**config.mk**
```make
export PLATFORM = sky130hd
export DESIGN_NAME = pbfs_ctrl
export DESIGN_NICKNAME = d
export VERILOG_FILES = /design/src/sv/pbfs_pkg.sv /design/src/sv/pbfs_ctrl.sv
export SDC_FILE = /design/constraint.sdc
export NUM_CORES = 1
export LEC_CHECK = 0
export ABC_AREA = 1
export BUFFER_PORTS_ARGS = -buffer_cell sky130_fd_sc_hd__buf_2
export CAP_MARGIN = 15
export CORE_AREA = 2 2 39 41
export CTS_CLUSTER_SIZE = 8
export DETAILED_ROUTE_END_ITERATION = 7
export DIE_AREA = 0 0 41 43
export MAX_ROUTING_LAYER = met4
export PLACE_DENSITY_LB_ADDON = 0.12
export SLEW_MARGIN = 30
export SYNTH_ARGS = -nofsm -noshare
export SYNTH_HDL_FRONTEND = slang
export SYNTH_SLANG_ARGS = --single-unit
```
**constraint.sdc**
```tcl
create_clock -name i_clk -period 1.3 [get_ports i_clk]
set_clock_uncertainty 0.05 [all_clocks]
set_input_delay 0.195 -clock i_clk [delete_from_list [all_inputs] [get_ports i_clk]]
set_output_delay 0.195 -clock i_clk [all_outputs]
set_load 0.01 [all_outputs]
```
**src/sv/pbfs_pkg.sv**
```systemverilog
// shared types and constants of the packed bit-field store
`default_nettype none
package pbfs_pkg;
    localparam int unsigned SEGMENT_WORDS_DEF = 512;
    localparam int unsigned MEM_WORDS_DEF     = 65536;
    localparam int unsigned WORD_BITS         = 64;
    localparam int unsigned VALUE_W           = 32;
    localparam int unsigned KEY_W             = 32;
    localparam int unsigned WIDTH_REG_W       = 6;
    localparam int unsigned CFG_IDX_W         = 2;
    localparam int unsigned CFG_DATA_W        = 32;
    localparam int unsigned QUO_STEPS         = 32;

    localparam logic [CFG_IDX_W-1:0] CFG_VALUE_WIDTH = 2'd0;
    localparam logic [CFG_IDX_W-1:0] CFG_MAX_ENTRIES = 2'd1;

    localparam logic CMD_READ  = 1'b0;
    localparam logic CMD_WRITE = 1'b1;

    localparam logic [WIDTH_REG_W-1:0] WIDTH_RST = 6'd32;
    localparam logic [KEY_W-1:0]       MAX_RST   = 32'hFFFF_FFFF;

    typedef struct packed {
        logic clr;
        logic load;
        logic div_key;
        logic mul;
        logic addr;
        logic chk;
        logic rd_lo;
        logic cap_lo;
        logic rd_hi;
        logic cap_hi;
        logic wr_lo;
        logic wr_hi;
        logic out_load;
    } t_cmd;

    typedef struct packed {
        logic clr_done;
        logic div_busy;
        logic is_write;
        logic ok;
        logic spill;
        logic out_busy;
    } t_sts;
endpackage
`default_nettype wire

```
**src/sv/pbfs_ctrl.sv**
```systemverilog
// sequencing state machine of the packed bit-field store
`default_nettype none
module pbfs_ctrl (
    input  wire                 i_clk,
    input  wire                 i_rst_n,
    input  wire                 i_in_valid,
    output logic                o_in_ready,
    input  pbfs_pkg::t_sts      i_sts,
    output pbfs_pkg::t_cmd      o_cmd
);
    typedef enum logic [3:0] {
        S_CLEAR, S_IDLE, S_DIV1, S_DIV2, S_ADDR, S_CHK, S_DEC,
        S_RDHI, S_CAPHI, S_WRLO, S_WRHI, S_RESULT
    } t_state;

    t_state r_state, n_state;
    logic   r_ready;

    always_comb begin
        n_state = r_state;
        o_cmd   = '0;
        case (r_state)
            S_CLEAR: begin
                if (i_sts.clr_done) begin
                    n_state = S_IDLE;
                end else begin
                    o_cmd.clr = 1'b1;
                end
            end
            S_IDLE: begin
                if (i_in_valid) begin
                    o_cmd.load = 1'b1;
                    n_state    = S_DIV1;
                end
            end
            S_DIV1: begin
                if (!i_sts.div_busy) begin
                    o_cmd.div_key = 1'b1;
                    n_state       = S_DIV2;
                end
            end
            S_DIV2: begin
                if (!i_sts.div_busy) begin
                    o_cmd.mul = 1'b1;
                    n_state   = S_ADDR;
                end
            end
            S_ADDR: begin
                o_cmd.addr = 1'b1;
                n_state    = S_CHK;
            end
            S_CHK: begin
                o_cmd.chk = 1'b1;
                n_state   = S_DEC;
            end
            S_DEC: begin
                if (i_sts.ok) begin
                    o_cmd.rd_lo = 1'b1;
                    n_state     = S_RDHI;
                end else if (i_sts.is_write) begin
                    n_state = S_IDLE;
                end else begin
                    n_state = S_RESULT;
                end
            end
            S_RDHI: begin
                o_cmd.cap_lo = 1'b1;
                o_cmd.rd_hi  = 1'b1;
                n_state      = S_CAPHI;
            end
            S_CAPHI: begin
                o_cmd.cap_hi = 1'b1;
                n_state      = i_sts.is_write ? S_WRLO : S_RESULT;
            end
            S_WRLO: begin
                o_cmd.wr_lo = 1'b1;
                n_state     = i_sts.spill ? S_WRHI : S_IDLE;
            end
            S_WRHI: begin
                o_cmd.wr_hi = 1'b1;
                n_state     = S_IDLE;
            end
            S_RESULT: begin
                if (!i_sts.out_busy) begin
                    o_cmd.out_load = 1'b1;
                    n_state        = S_IDLE;
                end
            end
            default: begin
                n_state = S_IDLE;
            end
        endcase
    end

    always_ff @(posedge i_clk) begin
        if (!i_rst_n) begin
            r_state <= S_CLEAR;
            r_ready <= 1'b0;
        end else begin
            r_state <= n_state;
            r_ready <= (n_state == S_IDLE);
        end
    end

    assign o_in_ready = r_ready;

    a_ready_idle: assert property (@(posedge i_clk) disable iff (!i_rst_n)
        r_ready |-> (r_state == S_IDLE)) else $error("ready outside idle");
    a_load_ready: assert property (@(posedge i_clk) disable iff (!i_rst_n)
        o_cmd.load |-> r_ready) else $error("load without ready");
    a_after_load: assert property (@(posedge i_clk) disable iff (!i_rst_n)
        o_cmd.load |=> !r_ready) else $error("ready right after load");
endmodule
`default_nettype wire

```
# Word-level counts from Yosys, hierarchy flattened
# Index checks and enable logic that the tools add are counted.
[op_classes]
n_reduce_logical = 1
mux = 27
eq_ne = 12
[ops]
columns = ["cell", "n"]
rows = [
  ["$pmux 4 s11", 1],
  ["$mux 4", 8],
  ["$eq 4x3->1 const B", 4],
  ["$eq 4x4->1 const B", 4],
  ["$mux 1", 16],
  ["$eq 4x1->1 const B", 2],
  ["$eq 4x2->1 const B", 2],
  ["$logic_not 4->1", 1],
  ["$mux 2", 2],
]
[word_totals]
inputBits = 9
wordCells = 42
output_inout_bits = 14
regBits = 5

# Logic depth before layout (Yosys ltp)
# Gate-level depths: netlist (run 1).
[depth]
word_depth = 4
ltp_mapped = 9
depth_no_buf = 9

# Worst setup path before layout (run 1)
# OpenSTA, ideal clock, no wires.
[synth_path]
kind = "register to register"
from = "register r_state[3]"
to = "register r_ready (netlist: o_in_ready)"
n_path_buf = 0
required_time_ps = 1138
path_slack_ps = 81
synth_period_minus_slack_ps = 1219
arrival_ps = 1057
path_stages_with_launch = 9
setup_ps = 112
path_cell_list = "dfxtp_1 > nor2_2 > nand2_1 > nor2_2 > nor2_1 > nand2_1 > nor2_2 > nand2_1 > nor2_1"
[synth_between]
elab_chain_len = 3
word_cells_on_any_way = 18
cone_classes = "eq/ne: 11; mux: 6; reduce/logical: 1"
[synth_rtl]
columns = ["item", "line_no", "source"]
rows = [
  ["from (decl)", "pbfs_ctrl.sv:16", "t_state r_state, n_state;"],
  ["from (signal assigned)", "pbfs_ctrl.sv:100", "r_state <= n_state;"],
  ["$eq 4x4->1 (tied with other cells)", "pbfs_ctrl.sv:22", "case (r_state)"],
  ["$pmux 4 s11 *", "pbfs_ctrl.sv:22", ""],
  ["$eq 4x1->1 *", "pbfs_ctrl.sv:101", "r_ready <= (n_state == S_IDLE);"],
  ["to (signal assigned)", "pbfs_ctrl.sv:101", ""],
  ["to (decl)", "pbfs_ctrl.sv:17", "logic r_ready;"],
]
# Every way passes the cells marked *; elsewhere a longest branch is shown, timed or not.
# A chain may end at the register's enable or synchronous reset.

==> impl_metrics.env, run 1 <==
export IMPL_outcome="complete, but fails checks"
export IMPL_violations="setup timing"
export IMPL_drtPass1Iterations=4
export IMPL_hold_start="i_rst_n"
export IMPL_die_x_um=41
export IMPL_gp_congestion=0.8619
export IMPL_coreArea_um2=1384
export IMPL_drtIter0Drc=17
export IMPL_clkSlewWorstSetupHoldPaths_ns=0.04
export IMPL_critPathTopFamily="simple AND/OR/NAND/NOR gates"
export IMPL_drive_gt1_frac=0.5344
export IMPL_dr_total_vias=681
export IMPL_grt_use_met3=0.01571
export IMPL_drv_slew=0
export IMPL_syn_inst=95
export IMPL_wl_um=1417
export IMPL_num_rows=14
export IMPL_drv_cap=0
export IMPL_critPathBufInv=1
export IMPL_synth_mux_area_frac=0
export IMPL_numCtsBuffers=3
export IMPL_syn_avg_cell_area_um2=5.097
export IMPL_regToRegStartpoint="r_state[0]"
export IMPL_dp_hpwl_um=1031
export IMPL_holdPathStages=3
export IMPL_cp_max_fo=7
export IMPL_synth_seq_area_share=0.2067
export IMPL_ant_nets=0
export IMPL_r2r_slack_ns=-0.01
export IMPL_routedWlPerCell_um=9.639
export IMPL_clk_latency_ns=0.23
export IMPL_finalHoldViolations=0
export IMPL_cts_sinks=5
export IMPL_grt_remaining_overflow=0
export IMPL_placement_io_buffers=22
export IMPL_die_h_um=43
export IMPL_p_per_area_nw_per_um2=715.0
export IMPL_irDropWorstVdd_mv=0.5393
export IMPL_cp_data_required_time_ns=1.05
export IMPL_synth_xor_area_frac=0
export IMPL_worstPathCellList="nor2_4 > nand2_1 > nor2_2 > buf_2"
export IMPL_antenna_found_initial=0
export IMPL_leakage_nw=0.5249
export IMPL_htree_levels=1
export IMPL_r2r_end="o_in_ready"
export IMPL_hp_class="primary input to register"
export IMPL_grt_busiest_layer="met2"
export IMPL_rsz0062_at_grt="true"
export IMPL_finalWorstSetupSlack_ns=-0.05065
export IMPL_syn_nets=104
export IMPL_synth_compound_area_frac=0.03359
export IMPL_drt_vias_per_instance=4.633
export IMPL_place_ws_ns=0.006770
export IMPL_synth_top_family_by_area="simple AND/OR/NAND/NOR gates"
export IMPL_final_nets=141
export IMPL_globalRouteTotalUtil=0.1802
export IMPL_synthAdderAreaFrac=0
export IMPL_grt_pass1_vias=545
export IMPL_cts_tree="yes"
export IMPL_antenna_diode_count=0
export IMPL_die_area_um2=1763
export IMPL_slowest_stage="dfxtp_4"
export IMPL_cts_root_buffer="clkbuf_4"
export IMPL_area_growth_synth_to_final_pct=73.90
export IMPL_slew_headroom=0.8751
export IMPL_ys_types=13
export IMPL_end_kind="output port"
export IMPL_critPathLaunchType="register"
export IMPL_min_to="r_state[0]"
export IMPL_setup_viol=12
export IMPL_tightestPinTransition_ns=0.1869
export IMPL_finalPower_mw=0.6021
export IMPL_critPathMaxStageDelay_ns=0.36
export IMPL_synth_simple_area_share=0.5814
export IMPL_cp_arrival_ns=1.11
export IMPL_fin_crit_sh=1.039
export IMPL_final_cell_mix="nand2_1 (25), buf_2 (18), inv_1 (13)"
export IMPL_drc=0
export IMPL_synth_area_um2=484.2
export IMPL_layout_cells_most_common="nand2_1"
export IMPL_initial_utilization=0.3499
export IMPL_fin_crit_ns=1.351
export IMPL_grtUsageMet2=0.2813
export IMPL_crit_type="register to output port"
export IMPL_grt_pass1_wl_um=2132
export IMPL_grt_max_degree=8
export IMPL_cts_buffer_depth=2
export IMPL_use_met1=0.2161
export IMPL_synth_seq_cells=5
export IMPL_max_freq_mhz=740.4
export IMPL_reg2regPathDepth=10
export IMPL_yosysWarnings=0
export IMPL_boundaryPins=23
stage by stage:
stage | instance area (µm²) | setup TNS [ns] | hold slack (ns) | cells | utilization
finish | 842.1 | -0.3756 | 0.1266 | 147 | 0.6085
global route | 842.1 | -1.302 | 0.1343 | 147 | 0.6085
CTS | 769.5 | -0.2770 | 0.1365 | 144 | 0.5561
detailed placement | 614.3 | 0 | 0.3813 | 133 | 0.4439
global placement | 614.3 | -0.001060 | 0.3738 | 133 | 0.4439
floorplan | 484.2 | 0 | 0.2616 | 95 | -
cell type report:
type | instances | area (µm²)
fillers | 140 | 541.8
multi-input cells | 68 | 370.4
repair buffers | 33 | 221.5
flip-flops and latches | 5 | 115.1
inverters | 21 | 88.84
clock buffers | 4 | 26.28
well taps | 16 | 20.02
worst register-to-register path: stages (launching register included):
cell     delay (ns)
dfxtp_4        0.38
buf_4          0.12
nor2_4         0.03
buf_4          0.13
nand2_1        0.05
nand2_1        0.05
nor2_1         0.11
nand2_1        0.08
nor2_2         0.11
nand2_1        0.07
nor2_1         0.09
cells by family after synthesis:
group	after synthesis
simple gates	65
flops	5
compound gates	3
buf+inv	22
worst max path at each step:
stage          slack (ns)        from  depth (start not counted)          to
2_1_floorplan        0.08  r_state[3]                          8  o_in_ready
3_3_place_gp       -0.001  r_state[3]                          8  o_in_ready
3_5_place_dp        0.007  r_state[3]                          9  o_in_ready
4_1_cts             -0.05  r_state[2]                          4   o_cmd[11]
5_1_grt             -0.14  r_state[0]                          5   o_cmd[11]
6_report            -0.05  r_state[2]                          4   o_cmd[11]
synth_stat cells:
cell | count | area share
nor2_2 | 8 | 0.10
nand3_1 | 11 | 0.11
buf_4 | 1 | 0.016
inv_1 | 19 | 0.15
dfxtp_1 | 5 | 0.21
nand2_2 | 1 | 0.013
inv_2 | 2 | 0.016
nand2_1 | 32 | 0.25
nor2_1 | 12 | 0.093
o21ai_1 | 1 | 0.010
nor3_1 | 1 | 0.010
a21oi_1 | 1 | 0.010
a31oi_1 | 1 | 0.013
sequential cells by signal (all words and copies together) (netlist names):
signal and cells:
r_state 4, o_in_ready 1
where the power goes:
group          total (mW)  internal, mW  switching (mW)
registers           0.194         0.169          0.0245
logic               0.240         0.106           0.134
clock network       0.168         0.115          0.0530
metal layers:
metal	wire length (µm)	up-vias
met2	724	33
met3	77	4
met1	587	289
met5	0	-
met4	28	0
li1	-	355
timing repair:
action                                 4_1_cts  5_1_grt
setup endpoints to repair                   13       15
pin swaps                                    5        5
setup buffers                                7        3
gates resized for setup                     28       15
hold buffers                                 0        0
endpoints found under the hold margin        0        0
No activity file was read; power rests on OpenSTA's default activity.
==> run 2, diff against run 1 <==
--- a/config.mk
+++ b/config.mk
@@ -9,6 +9,7 @@
 export BUFFER_PORTS_ARGS = -buffer_cell sky130_fd_sc_hd__buf_2
 export CAP_MARGIN = 15
 export CORE_AREA = 2 2 39 41
+export CTS_BUF_LIST = sky130_fd_sc_hd__clkbuf_8
 export CTS_CLUSTER_SIZE = 8
 export DETAILED_ROUTE_END_ITERATION = 7
 export DIE_AREA = 0 0 41 43
==> run 2 against run 1 <==
- via count decreased by 1.8%
- register-to-register slack improved by 0.02 ns
- the flow still finishes with violations (setup timing)
- count of clock-buffer cells in the layout decreased by 1
- die area unchanged
==> impl_metrics.env, run 2 (same netlist as run 1, synthesis figures left out) <==
export IMPL_drv_slew=0
export IMPL_reg2regPathDepth=10
export IMPL_area_growth_synth_to_final_pct=74.94
export IMPL_pwr_share_seq=0.274
export IMPL_violations="setup timing"
export IMPL_htree_levels=1
export IMPL_power_switching_mw=0.2275
export IMPL_power_share_combinational=0.342
export IMPL_outcome="complete, but fails checks"
export IMPL_globalRouteTotalUtil=0.1864
export IMPL_max_freq_mhz=747.3
export IMPL_fin_crit_ns=1.338
export IMPL_antenna_found_initial=0
export IMPL_gp_congestion=0.8619
export IMPL_cp_data_required_time_ns=1.05
export IMPL_rsz0062_at_grt="true"
export IMPL_grt_remaining_overflow=0
export IMPL_final_nets=139
export IMPL_boundaryPins=23
export IMPL_r2r_end="o_in_ready"
export IMPL_placed_area_um2=614.3
export IMPL_switching_share=0.3214
export IMPL_placement_io_buffers=22
export IMPL_drive_gt1_frac=0.5271
export IMPL_grt_max_degree=8
export IMPL_hp_class="primary input to register"
export IMPL_routedWlPerCell_um=9.800
export IMPL_r2r_slack_ns=0.01
export IMPL_clk_latency_ns=0.22
export IMPL_die_area_um2=1763
export IMPL_finalWorstSetupSlack_ns=-0.03822
export IMPL_crit_type="register to output port"
export IMPL_hold_start="i_rst_n"
export IMPL_fin_crit_sh=1.029
export IMPL_drtPass1Iterations=4
export IMPL_grt_pass1_vias=551
export IMPL_pwr_share_clk=0.384
export IMPL_antenna_diode_count=0
export IMPL_p_per_area_nw_per_um2=835.7
export IMPL_critPathMaxStageDelay_ns=0.38
export IMPL_slowest_stage="dfxtp_4"
export IMPL_dp_hpwl_um=1031
export IMPL_coreArea_um2=1384
export IMPL_initial_utilization=0.3499
export IMPL_drc=0
export IMPL_drt_vias_per_instance=4.614
export IMPL_finalPower_mw=0.7079
export IMPL_cts_sinks=5
export IMPL_die_h_um=43
export IMPL_end_kind="output port"
export IMPL_ant_nets=0
export IMPL_wl_um=1421
export IMPL_die_x_um=41
export IMPL_largest_reg_flops=4
export IMPL_finalHoldViolations=0
export IMPL_worstPathCellList="inv_4 > nor2_4 > nand2_2 > nor2_2 > buf_2"
export IMPL_final_cell_mix="nand2_1 (25), buf_2 (18), inv_1 (14)"
export IMPL_irDropWorstVdd_mv=0.7335
export IMPL_min_to="r_state[0]"
export IMPL_slew_headroom=0.8715
export IMPL_design_area_um2=847.1
export IMPL_cp_max_fo=5
export IMPL_setup_viol=8
export IMPL_drtIter0Drc=8
export IMPL_cp_arrival_ns=1.09
export IMPL_critPathLaunchType="register"
export IMPL_dr_total_vias=669
export IMPL_drv_cap=0
export IMPL_grt_pass1_wl_um=2152
export IMPL_layout_cells_most_common="nand2_1"
export IMPL_tightestPinTransition_ns=0.1924
export IMPL_numCtsBuffers=3
export IMPL_cts_buffer_depth=2
export IMPL_cts_tree="yes"
export IMPL_num_rows=14
export IMPL_cts_root_buffer="clkbuf_8"
export IMPL_clkSlewWorstSetupHoldPaths_ns=0.03
export IMPL_regToRegStartpoint="r_state[1]"
export IMPL_leakage_nw=0.5244
export IMPL_p_int_mw=0.4804
export IMPL_holdPathStages=3
export IMPL_regMostFlops="r_state"
run 2: changes by cell type in the layout (fill, tap and decap cells not counted):
cell	delta
buf_4	-3
buf_6	+1
clkbuf_1	-1
clkbuf_4	-3
clkbuf_8	+3
inv_1	+1
inv_2	+1
inv_4	-1
run 2: how the worst max path moves through the flow:
| stage | start | to | slack (ns) | depth (start not counted) |
|---|---|---|---|---|
| floorplan | r_state[3] | o_in_ready | 0.08 | 8 |
| global placement | r_state[3] | o_in_ready | -0.001 | 8 |
| detailed placement | r_state[3] | o_in_ready | 0.007 | 9 |
| CTS | r_state[2] | o_cmd[11] | -0.03 | 4 |
| global route | r_state[0] | o_cmd[11] | -0.10 | 5 |
| finish | r_state[0] | o_cmd[11] | -0.04 | 5 |
run 2: stage by stage:
step                instances  utilization  setup WS [ns]  hold slack (ns)   TNS (ns)
finish                    145       0.6121       -0.03822           0.1429    -0.1476
global route              145       0.6121        -0.1041           0.1603    -0.9706
global placement          133       0.4439      -0.001060           0.3738  -0.001060
CTS                       143       0.5624       -0.03108           0.1536    -0.1115
floorplan                  95            -        0.08134           0.2616          0
detailed placement        133       0.4439       0.006770           0.3813          0
run 2: per-layer routing:
layer | share of wire | GRT usage | vias up
met5 | 0 | - | -
met4 | 0.020 | 0.1400 | 0
met3 | 0.058 | 0.01571 | 4
met2 | 0.52 | 0.2781 | 27
met1 | 0.40 | 0.2194 | 287
li1 | - | - | 351
run 2: final cells by class:
type	count	area, µm²
timing repair buffer	31	210.2
fill	137	536.8
clock buffer	3	41.29
inverter	21	86.33
multi-input combinational	68	370.4
tap	16	20.02
clock inverter	1	3.754
sequential	5	115.1
run 2: timing repair:
action,in CTS,in global routing
endpoints found under the setup margin,12,14
pin swaps,5,7
gates resized for setup,27,16
buffers inserted,6,2
hold buffers,0,0
run 2: critical path: cells and delay by family (launching register included):
kind          cells  cell delay [ns]
simple gates      3             0.30
buf+inv           2             0.19
flops             1             0.38
run 2: power by group through the flow:
stage	Clock, mW	Sequential (mW)	Combinational [mW]
after global routing	0.292	0.197	0.264
after detailed placement	0	0.184	0.171
after floorplan	0	0.186	0.104
after CTS	0.279	0.192	0.211
after global placement	0	0.185	0.171
final	0.272	0.194	0.242
